<file path="src/rtl/core/assert_macros.svh">
// ----------------------------------------------------------------------------
// assert_macros.svh
// Concurrent assertion helpers, removed when SYNTH is defined.
// ----------------------------------------------------------------------------
`ifndef ASSERT_MACROS_SVH
`define ASSERT_MACROS_SVH

`ifndef SYNTH
`define SPK_ASSERT(label, clk, rst_n, prop) \
	label: assert property (@(posedge clk) disable iff (!rst_n) (prop)) \
		else $error("assertion failed");
`define SPK_ASSERT_NEVER(label, clk, rst_n, cond) \
	`SPK_ASSERT(label, clk, rst_n, !(cond))
`else
`define SPK_ASSERT(label, clk, rst_n, prop)
`define SPK_ASSERT_NEVER(label, clk, rst_n, cond)
`endif

`endif

</file>
<file path="src/rtl/core/spk64_pkg.sv">
// ----------------------------------------------------------------------------
// spk64_pkg
// Types, constants and rotate helpers for the Speck64/128 encryptor.
// ----------------------------------------------------------------------------
`default_nettype none

package spk64_pkg;

	localparam int WORD_W    = 32;
	localparam int CFG_IDX_W = 2;

	typedef enum logic [CFG_IDX_W-1:0] {
		CFG_KEY_WORD0 = 2'd0,
		CFG_KEY_WORD1 = 2'd1,
		CFG_KEY_WORD2 = 2'd2,
		CFG_KEY_WORD3 = 2'd3
	} spk64_cfg_idx_t;

	// round key and the three schedule words, l0 always next in use
	typedef struct packed {
		logic [WORD_W-1:0] rk;
		logic [WORD_W-1:0] l0;
		logic [WORD_W-1:0] l1;
		logic [WORD_W-1:0] l2;
	} spk64_key_t;

	typedef struct packed {
		logic [WORD_W-1:0] x;
		logic [WORD_W-1:0] y;
		spk64_key_t        key;
	} spk64_stage_t;

	typedef struct packed {
		logic [WORD_W-1:0] lo;
		logic [WORD_W-1:0] hi;
	} spk64_block_t;

	function automatic logic [WORD_W-1:0] ror8(input logic [WORD_W-1:0] v);
		ror8 = {v[7:0], v[WORD_W-1:8]};
	endfunction

	function automatic logic [WORD_W-1:0] rol3(input logic [WORD_W-1:0] v);
		rol3 = {v[WORD_W-4:0], v[WORD_W-1:WORD_W-3]};
	endfunction

endpackage

`default_nettype wire

</file>
<file path="src/rtl/core/spk64_round.sv">
// ----------------------------------------------------------------------------
// spk64_round
// One registered cipher round with its key schedule step.
// ----------------------------------------------------------------------------
`default_nettype none

module spk64_round import spk64_pkg::*; #(
	parameter int ROUND_IDX = 0
) (
	input  wire logic         clk,
	input  wire logic         arst_n,
	input  wire logic         en,
	input  wire logic         in_valid,
	input  wire spk64_stage_t in_stage,
	output logic              out_valid,
	output spk64_stage_t      out_stage
);

	logic         valid_s;
	spk64_stage_t stage_s;
	spk64_stage_t nxt;
	logic [WORD_W-1:0] l_new;

	always_comb begin
		nxt.x   = (ror8(in_stage.x) + in_stage.y) ^ in_stage.key.rk;
		nxt.y   = rol3(in_stage.y) ^ nxt.x;
		l_new   = (in_stage.key.rk + ror8(in_stage.key.l0)) ^ WORD_W'(ROUND_IDX);
		nxt.key.rk = rol3(in_stage.key.rk) ^ l_new;
		nxt.key.l0 = in_stage.key.l1;
		nxt.key.l1 = in_stage.key.l2;
		nxt.key.l2 = l_new;
	end

	always_ff @(posedge clk or negedge arst_n) begin
		if (!arst_n) begin
			valid_s <= 1'b0;
		end else if (en) begin
			valid_s <= in_valid;
		end
	end

	always_ff @(posedge clk) begin
		if (en) begin
			stage_s <= nxt;
		end
	end

	assign out_valid = valid_s;
	assign out_stage = stage_s;

endmodule

`default_nettype wire

</file>
<file path="config.mk">
export PLATFORM = sky130hd
export DESIGN_NAME = spk64_round
export DESIGN_NICKNAME = d
export VERILOG_FILES = /design/src/rtl/core/assert_macros.svh /design/src/rtl/core/spk64_pkg.sv /design/src/rtl/core/spk64_round.sv
export SDC_FILE = /design/constraint.sdc
export NUM_CORES = 1
export LEC_CHECK = 0
export ABC_AREA = 0
export BUFFER_PORTS_ARGS = -buffer_cell sky130_fd_sc_hd__buf_2
export CAP_MARGIN = 10
export CORE_UTILIZATION = 40
export DETAILED_ROUTE_END_ITERATION = 10
export GPL_TIMING_DRIVEN = 0
export MAX_ROUTING_LAYER = met4
export PLACE_DENSITY_LB_ADDON = 0.12
export REMOVE_ABC_BUFFERS = 1
export SLEW_MARGIN = 20
export SYNTH_ARGS = -nofsm -noshare
export SYNTH_HDL_FRONTEND = slang
export SYNTH_SLANG_ARGS = --single-unit
</file>
<file path="constraint.sdc">
create_clock -name clk -period 1.66 [get_ports clk]
set_input_delay 0 -clock clk [delete_from_list [all_inputs] [get_ports clk]]
set_output_delay 0 -clock clk [all_outputs]
set_load 0.02 [all_outputs]
</file>
== Yosys cells after proc, flatten, opt, wreduce, memory -nomap -nowiden ==
Cells that the tools add are included.
Word-level totals
  word-level logic and storage cells: 12
  bits in registers: 193
  output and inout port bits: 193
  input bits: 196
Operators by class
  $add $sub $neg: 2
  bitwise operators: 3
Operators by type and width (count)
  $xor A32 B32 Y32: 3
  $add A32 B32 Y32: 2

== Longest topological paths before layout ==
  word-level depth: 3
  depth in mapped cells: 11
  mapped depth without buffers: 11

== Worst setup path before layout ==
Ideal clock, no wire load.
  kind: input -> register
  start: in in_stage[72] (netlist name)
  end: reg stage_s (netlist bit out_stage[120]), data pin
  slack: -0.961 ns
  library setup time: 0.268 ns
  required time: 1.392 ns
  cell stages on the path: 10
  data arrival time: 2.353 ns
  buffers on the path: 0
  path through: ha_1 > fa_1 > a211o_1 > a211oi_2 > a2bb2oi_1 > and2_1 > o21ai_1 > a221o_1 > a21oi_1 > xnor3_1
RTL lines
  from (decl): RTL line spk64_round.sv:14  | input wire spk64_stage_t in_stage,
  to (signal assigned): RTL line spk64_round.sv:44  | stage_s <= nxt;
  to (decl): RTL line spk64_round.sv:20  | spk64_stage_t stage_s;

==> metrics.txt <==
Syn-to-layout area delta=58.7%; GRT overflow=0; clk slew on worst S/H paths=80 ps; Syn Inst Count=732; VDD IR max=0.000570 V; TritonRoute pass-1 iters=5; violated checks=negative setup slack; syn_area_per_cell=13.5 um^2; H-tree lvl count=4; die width=159 um; Tcrit/Tclk final=1.47; NumNets Final=1,578; Critical Path AT=2620 ps; CP max-delay cell=a311oi_2; area leader, netlist=edfxtp_1; Starting Density=0.408; Residual DRC=0; top layer in use=met4; Finished Layout Cells=1,659; worst slack, placed=-1580 ps; main combinational cell family by area after synthesis=XOR/XNOR gates; most used cell, CP=a211o_1; vias per inst=4.98; status=finished, violations left; Worst Path Required=1830 ps; die area=25,400 um^2; Hold Vio Cnt, Final=0; WL final=32,500 um; initial antenna violation count=4; Cells after DPL=1,436; setup ws final=-786 ps; Final Critical Period=2450 ps; DR vias=8,256; Worst Setup End Kind=flip-flop; Synth cell types=52; share of cells above drive strength 1=0.449; Hold Path Class=in -> reg; Post-Syn Area=9910 um^2; max-slew violations=0; most common cell in the netlist=edfxtp_1; FF+latch count, synth=193; WHS=18.8 ps; met2 WL=16,800 um; crit start category=input pin; floorplan core area=24,300 um^2; Tot GR Track Use=0.260; critical path depth=11; yosys warns=0; Synth Area in Simple Gates=0.0572; biggest cell delay along the critical path=370 ps; Post-synth EDFFs=192; met1 WL=12,800 um; Setup Skew=0 ps; Worst-Skew Late Latency=430 ps; Final setup viols=80; Final Core Density=0.647; post-synthesis adder-cell area fraction=0.0823; largest net degree at the start of global routing=100; Async SR Flop Fraction=0.00518; post-synthesis compound-gate area fraction=0.115; root buf cell=clkbuf_16; worst path bufs/invs=1; area share of the largest cell type after synthesis=0.582; max-cap violations=0; gpl congestion=0.878; I/O pins=389; xor/xnor share of the synthesized area=0.151; Crit path max-delay family=compound AO/OA/AOI/OAI gates; register area share after synthesis=0.584; unrepaired setup endpoints after global routing=yes; fill count=1,873; Min-Delay Path Depth=2; PwrDens=1030 nW/um^2; port buffer count=388; TritonCTS clock tree=done; mean routed wirelength per cell=19.6 um; mux share of post-synthesis cell area=0.00114; Worst Reg-to-Reg Cells=1; Clock Sinks=193; number of routed nets with antenna violations=0; met3 WL=2140 um; Slew @ Worst Pin=764 ps; Peak Freq=409 MHz; TritonCTS buffer count=17; total power=0.0162 W; Iteration-0 DRC Markers=461; crit path kind=in -> reg; # rows=57; most frequent cells after synthesis=edfxtp_1 (192), xor2_1 (85), xnor2_1 (66); worst-path maximum fanout=3; first-pass GRT wire length=48,000 um; crit-path cells=buf_8 > ha_4 > fa_2 > a211o_1 > a211oi_4 > a2bb2oi_2 > nand2_2 > a211o_1 > a311oi_2 > o21ai_2 > xor3_1; relative max-transition margin=0.491; LEAKAGE=6.72 nW; vias in the first global route=8,407; hpwl dp=23,000 um; synth top area cells=edfxtp_1 (58%), ha_1 (7.8%), xor2_1 (7.5%); clk buf depth=2; Die H=159 um; Synth Flop Type=edfxtp_1
final cells by class:
class | instances | area (um^2) | area share
Timing Repair Buffer | 576 | 3860 | 0.246
Clock buffer | 18 | 429 | 0.0273
Sequential cell | 193 | 5790 | 0.368
Antenna cell | 4 | 10.0 | 0.000636
Clock inverter | 14 | 168 | 0.0107
Tap cell | 324 | 405 | 0.0258
Inverter | 14 | 52.6 | 0.00334
Multi-Input combinational cell | 516 | 5010 | 0.318
sequential cells by signal (all words and copies together) (netlist names):
name and flops:
out_stage 192, out_valid 1
timing repair:
item | CTS | global route
setup buffers | 44 | 24
hold endpoints to repair | 127 | 0
endpoints found under the setup margin | 87 | 88
hold buffers | 127 | 0
pin swaps | 78 | 68
gates resized for setup | 143 | 63
cell usage in the layout (no fill, tap or decap), types with 8 or more instances in the layout:
| cell | instances |
|---|---|
| buf_2 | 376 |
| edfxtp_1 | 192 |
| dlygate4sd3_1 | 127 |
| xor2_1 | 78 |
| a21oi_1 | 42 |
| xnor2_1 | 42 |
| ha_1 | 39 |
| buf_4 | 39 |
| nand2_1 | 37 |
| nor2_1 | 30 |
| buf_6 | 28 |
| a21o_1 | 23 |
| o21ai_0 | 18 |
| clkbuf_16 | 17 |
| ha_4 | 14 |
| xnor2_2 | 13 |
| inv_1 | 12 |
| nand4_1 | 12 |
| xnor2_4 | 12 |
| nor2b_1 | 10 |
| a21oi_2 | 9 |
| ha_2 | 9 |
| o21a_1 | 8 |
path summary, 6_finish.rpt:
check | startpoint | endpoint | slack (ps)
min reg2reg | out_valid | out_valid | 520
max | in_stage[96] | out_stage[126] | -790
max reg2reg | out_valid | out_valid | 910
max in group asynchronous | arst_n | out_valid | 1150
min in group asynchronous | arst_n | out_valid | 400
min | in_stage[125] | out_stage[96] | 20
logic make-up after synthesis:
family,Yosys count
AND/OR/NAND/NOR,119
flip-flops,193
multiplexers,1
XOR/XNOR,159
buffers and inverters,23
AO/OA/AOI/OAI,173
adder cells (fa/ha/maj),64
per-layer routing:
metal | up-vias | global-route usage
met5 | - | -
met4 | 0 | 0.0944
met3 | 46 | 0.0701
met2 | 292 | 0.441
met1 | 3986 | 0.293
li1 | 3932 | -
power by group:
part | internal [W] | switching, W | total [W]
registers | 0.00635 | 0.000176 | 0.00653
logic | 0.00238 | 0.00317 | 0.00555
clock network | 0.00203 | 0.00210 | 0.00413
through the flow:
step	instance area (um^2)	TNS [ps]
finish	15700	-29490
global route	15700	-33540
floorplan	9880	-35440
global placement	12200	-474450
CTS	15300	-28390
detailed placement	12300	-93060
Note: power is estimated with default switching activity, not from simulation.
