File: config.mk
export PLATFORM = sky130hd
export DESIGN_NAME = spk64_skid
export DESIGN_NICKNAME = d
export VERILOG_FILES = /design/src/rtl/core/assert_macros.svh /design/src/rtl/core/spk64_pkg.sv /design/src/rtl/core/spk64_skid.sv
export SDC_FILE = /design/constraint.sdc
export NUM_CORES = 1
export LEC_CHECK = 0
export BUFFER_PORTS_ARGS = -buffer_cell sky130_fd_sc_hd__buf_2
export CAP_MARGIN = 20
export CORE_MARGIN = 5
export CORE_UTILIZATION = 46
export DETAILED_ROUTE_END_ITERATION = 8
export GPL_TIMING_DRIVEN = 0
export PLACE_DENSITY = 0.73
export SYNTH_ARGS = -nofsm -noshare
export SYNTH_HDL_FRONTEND = slang
export SYNTH_SLANG_ARGS = --single-unit
File: constraint.sdc
create_clock -name clk -period 6.6 [get_ports clk]
set_input_delay 0.33 -clock clk [delete_from_list [all_inputs] [get_ports clk]]
set_output_delay 0.33 -clock clk [all_outputs]
set_load 0.02 [all_outputs]
File: src/rtl/core/assert_macros.svh
// ----------------------------------------------------------------------------
// assert_macros.svh
// Concurrent assertion helpers, removed when SYNTH is defined.
// ----------------------------------------------------------------------------
`ifndef ASSERT_MACROS_SVH
`define ASSERT_MACROS_SVH

`ifndef SYNTH
`define SPK_ASSERT(label, clk, rst_n, prop) \
	label: assert property (@(posedge clk) disable iff (!rst_n) (prop)) \
		else $error("assertion failed");
`define SPK_ASSERT_NEVER(label, clk, rst_n, cond) \
	`SPK_ASSERT(label, clk, rst_n, !(cond))
`else
`define SPK_ASSERT(label, clk, rst_n, prop)
`define SPK_ASSERT_NEVER(label, clk, rst_n, cond)
`endif

`endif

File: src/rtl/core/spk64_pkg.sv
// ----------------------------------------------------------------------------
// spk64_pkg
// Types, constants and rotate helpers for the Speck64/128 encryptor.
// ----------------------------------------------------------------------------
`default_nettype none

package spk64_pkg;

	localparam int WORD_W    = 32;
	localparam int CFG_IDX_W = 2;

	typedef enum logic [CFG_IDX_W-1:0] {
		CFG_KEY_WORD0 = 2'd0,
		CFG_KEY_WORD1 = 2'd1,
		CFG_KEY_WORD2 = 2'd2,
		CFG_KEY_WORD3 = 2'd3
	} spk64_cfg_idx_t;

	// round key and the three schedule words, l0 always next in use
	typedef struct packed {
		logic [WORD_W-1:0] rk;
		logic [WORD_W-1:0] l0;
		logic [WORD_W-1:0] l1;
		logic [WORD_W-1:0] l2;
	} spk64_key_t;

	typedef struct packed {
		logic [WORD_W-1:0] x;
		logic [WORD_W-1:0] y;
		spk64_key_t        key;
	} spk64_stage_t;

	typedef struct packed {
		logic [WORD_W-1:0] lo;
		logic [WORD_W-1:0] hi;
	} spk64_block_t;

	function automatic logic [WORD_W-1:0] ror8(input logic [WORD_W-1:0] v);
		ror8 = {v[7:0], v[WORD_W-1:8]};
	endfunction

	function automatic logic [WORD_W-1:0] rol3(input logic [WORD_W-1:0] v);
		rol3 = {v[WORD_W-4:0], v[WORD_W-1:WORD_W-3]};
	endfunction

endpackage

`default_nettype wire

File: src/rtl/core/spk64_skid.sv
// ----------------------------------------------------------------------------
// spk64_skid
// Output register with a skid stage; upstream ready is registered.
// ----------------------------------------------------------------------------
`default_nettype none

module spk64_skid import spk64_pkg::*; (
	input  wire logic         clk,
	input  wire logic         arst_n,
	input  wire logic         in_valid,
	output logic              in_ready,
	input  wire spk64_block_t in_data,
	output logic              out_valid,
	input  wire logic         out_ready,
	output spk64_block_t      out_data
);

	logic         out_valid_q;
	logic         sk_valid_q;
	spk64_block_t out_data_q;
	spk64_block_t sk_data_q;
	logic         load;

	assign load = out_ready || !out_valid_q;

	always_ff @(posedge clk or negedge arst_n) begin
		if (!arst_n) begin
			out_valid_q <= 1'b0;
			sk_valid_q  <= 1'b0;
		end else if (load) begin
			out_valid_q <= sk_valid_q || in_valid;
			sk_valid_q  <= 1'b0;
		end else if (in_valid && !sk_valid_q) begin
			sk_valid_q <= 1'b1;
		end
	end

	always_ff @(posedge clk) begin
		if (load) begin
			out_data_q <= sk_valid_q ? sk_data_q : in_data;
		end else if (in_valid && !sk_valid_q) begin
			sk_data_q <= in_data;
		end
	end

	assign in_ready  = !sk_valid_q;
	assign out_valid = out_valid_q;
	assign out_data  = out_data_q;

endmodule

`default_nettype wire

Word-level counts from Yosys, hierarchy flattened
Cells that the tools add are included.
Widths: inputs -> output; s select.
Cells by class
  reduce and logical (&&, ||, !) cells: 7
  multiplexer cells: 3
  bitwise operators: 1
Operators by type and width (number)
  $mux 64: 1
  $logic_not 1->1: 2
  $logic_or 1x1->1: 2
  $mux 1: 2
  $reduce_and 2->1: 1
  $reduce_bool 2->1: 1
  $logic_and 1x1->1: 1
  $not 1->1: 1
Word-level totals
  logic and storage cells: 17
  output and inout port bits: 66
  flip-flop bits (word level): 130

Logic depth before layout (Yosys ltp)
  depth after elaboration: 4
  depth in mapped cells: 4

Least setup slack after synthesis
OpenSTA, ideal clock, no wires.
  kind: register to register
  start point: register out_valid_q, in the netlist out_valid
  end point: register sk_data_q[0] in the netlist's numbering, enable pin
  data required time: 6.022 ns
  arrival time: 6.796 ns
  setup slack: -0.774 ns
  stages on the path, launching flop included: 3
  path buffers: 0
  setup time: 0.578 ns
  clock period less this slack: 7.374 ns
  cell sequence: dfrtp_1 nand2b_1 nor3b_1
On the way
  longest elaborated chain between the ends: 4
Ends and longest elaborated chain
  start: declaration: line spk64_skid.sv:18  | logic out_valid_q;
  start signal: assignment: line spk64_skid.sv:31  | out_valid_q <= sk_valid_q || in_valid;
  $logic_not 1->1: line spk64_skid.sv:24  | assign load = out_ready || !out_valid_q;
  $logic_or 1x1->1: line spk64_skid.sv:24
  net load: line spk64_skid.sv:22  | logic load;
  $not 1->1 (no source line)
  $reduce_and 2->1 (no source line)
  end signal: assignment: line spk64_skid.sv:42  | sk_data_q <= in_data;
  end: declaration: line spk64_skid.sv:21  | spk64_block_t sk_data_q;
The timed path passes the listed nets, and every way through them passes these cells.
A chain may end at the register's enable or synchronous reset.

Worst setup path in the final report
  start point: register out_valid_q, in the netlist out_valid
  end point: register sk_data_q[26] in the netlist's numbering, enable pin
The elaborated chain is that of the path after synthesis.

==> flow_summary.json <==
{
  "grt_pass1_vias": 2999,
  "cts_resized": 0,
  "final_common_cell": "buf_2",
  "postRouteAntennaNets": 0,
  "io_pins": 134,
  "grt_overflow": 0,
  "fin_area_mm2": 0.00686,
  "critPathCaptureType": "register",
  "cts-root-buf": "clkbuf_8",
  "netlist_area_mm2": 0.00478,
  "rsz0062_at_grt": "false",
  "finalHoldViolCount": 0,
  "die_w_um": 112,
  "clkPwrFrac": 0.390,
  "powerDensity_mw_per_mm2": 295,
  "cts.clk_slew.worst_paths_ns": 0.06,
  "slew_headroom": 0.377,
  "syn-instance-count": 207,
  "status": "finished clean",
  "reg2reg_depth": 4,
  "cts_buffers": 17,
  "final_cell_mix": "buf_2, edfxtp_1, dlygate4sd3_1",
  "cts_tree": "done",
  "antennaDiodeCount": 0,
  "core_mm2": 0.0102,
  "report.final.setup_viol": 0,
  "drtIter0Drc": 85,
  "netlist.area_leader.share": 0.804,
  "nNetsFinal": 496,
  "ys_warn_count": 0,
  "drc": 0,
  "report.final.slew_viol_count": 0,
  "worstSkewPairLatency_ns": 0.52,
  "setup_tns_ns": 0,
  "cp_max_fo": 67,
  "grt_pass1_wl_um": 15400,
  "area_growth_pct": 43.6,
  "hold-path-cell-count": 3,
  "clockBufferDepth": 2,
  "finClkSkew_ns": 0.00606,
  "crit_path_start_kind": "register",
  "stdcell_count": 575,
  "routabilityCongestion": 0.709,
  "synth_area_per_cell_um2": 23.1,
  "irDropWorstVdd_mv": 0.236,
  "drt_wl_total_um": 9580,
  "placed_cell_area_mm2": 0.00572,
  "tightest_slew_ns": 0.935,
  "r2r-start": "out_valid$_DFFE_PN0P_",
  "crit_arrival_ns": 2.61,
  "rows": 37,
  "fmax_mhz": 419,
  "drtPass1Iterations": 4,
  "start_util": 0.467,
  "ys_seq_area_frac": 0.815,
  "final_layout_size_suffix_gt1_frac": 0.513,
  "comb_power_share": 0.119,
  "reg2reg_to": "sk_data_q[26]$_DFFE_PP_",
  "n_fill_cell": 695,
  "syn_nets": 275,
  "fin_crit_ns": 2.39,
  "fin_crit_sh": 0.362,
  "vias": 2695,
  "h-tree-depth": 4,
  "viasPerCell": 4.69,
  "min_to": "out_valid$_DFFE_PN0P_",
  "pwr-share-seq": 0.491,
  "worstPathRequired_ns": 6.82,
  "die-area_mm2": 0.0125,
  "path_class": "reg2reg",
  "hold_class": "in2reg",
  "intPower_uw": 1580,
  "synth_seq_cells": 130,
  "switchingPower_uw": 450,
  "grt.total_usage": 0.162,
  "ys_types": 12,
  "post-place-cells": 480,
  "cap_violations": 0,
  "p_leak_uw": 0.00270,
  "grt_max_degree": 68,
  "synth_area_leaders": "edfxtp_1, mux2_2, mux2_4, mux2_1, dfrtp_1",
  "cts_sinks": 130,
  "switching_share": 0.222,
  "reg2reg_setup_slack_ns": 4.21,
  "fp.dieH_um": 112,
  "port_buffers": 133,
  "wire_per_inst_um": 16.7,
  "antenna_found_initial": 0,
  "synth_top_area_cell": "edfxtp_1",
  "hp-start": "in_valid",
  "dp_hpwl_um": 5940
}
[Yosys cell counts (all sizes together)]
library cell	count
edfxtp	128
nor3b	1
nor2	2
nand2b	1
mux2	64
nand2	1
inv	1
buf	7
dfrtp	2
[per-stage QoR]
step / total power, µW / worst slack [ns] / hold slack [ns] / util
floorplan: 1140 / 2.21 / 0.0344 / -
global placement: 1210 / 0.363 / 0.116 / 0.549
detailed placement: 1220 / 4.09 / 0.117 / 0.559
CTS: 2050 / 4.17 / 0.0100 / 0.671
global route: 2110 / 4.07 / 0.0206 / 0.671
finish: 2030 / 4.21 / 0.0347 / 0.671
[worst max-delay path by stage]
stage               cells past startpoint  slack (ns)                 endpoint             startpoint
finish                                  4        4.21  sk_data_q[26]$_DFFE_PP_  out_valid$_DFFE_PN0P_
global route                            4        4.07  sk_data_q[32]$_DFFE_PP_  out_valid$_DFFE_PN0P_
CTS                                     4        4.17  sk_data_q[32]$_DFFE_PP_  out_valid$_DFFE_PN0P_
detailed placement                      5        4.09  sk_data_q[29]$_DFFE_PP_              out_ready
global placement                        3        0.36  sk_data_q[26]$_DFFE_PP_              out_ready
floorplan                               2        2.21   sk_data_q[0]$_DFFE_PP_  out_valid$_DFFE_PN0P_
[layer usage]
metal	global-route usage	share of wire	up-vias
met2	0.270	0.51	94
li1	-	-	1270
met3	0.0674	0.076	20
met4	0.0730	0.019	0
met5	0	0	-
met1	0.182	0.39	1311
[sequential cells by signal (all words and copies together) (netlist names)]
signal,cells
sk_valid_q,1
out_valid,1
sk_data_q,64
out_data,64
[power by group through the flow]
stage                     combinational (µW)  sequential (µW)  clock, µW
after floorplan                         74.8             1060          0
after global placement                   201             1010          0
after detailed placement                 213             1010          0
after CTS                                244              994        810
after global routing                     258              999        855
final                                    241              994        791
[worst max-delay path: stages (launching register included)]
cell	delay [ns]
dfrtp_1	0.39
nand2b_4	0.51
nor3b_4	0.75
buf_8	0.25
buf_16	0.17
[cells by family after synthesis]
family | after synthesis | share of synthesized area
buffers and inverters | 8 | 0.0134
flip-flops | 130 | 0.815
multiplexers | 64 | 0.167
AND/OR/NAND/NOR | 5 | 0.00524
[layout make-up]
type | instances | area, µm² | share of cell area
clock inverter | 11 | 72.6 | 0.0106
buffer | 7 | 60.1 | 0.00875
timing repair buffer | 202 | 1400 | 0.204
inverter | 1 | 3.75 | 0.000547
multi-input combinational | 69 | 840 | 0.122
tap | 136 | 170 | 0.0248
clock buffer | 19 | 422 | 0.0614
sequential | 130 | 3890 | 0.567
[what timing repair did]
item	4_1_cts	5_1_grt
endpoints found under the hold margin	66	0
hold buffers	65	0
buffers inserted	0	0
No activity file was read; power rests on OpenSTA's default activity.
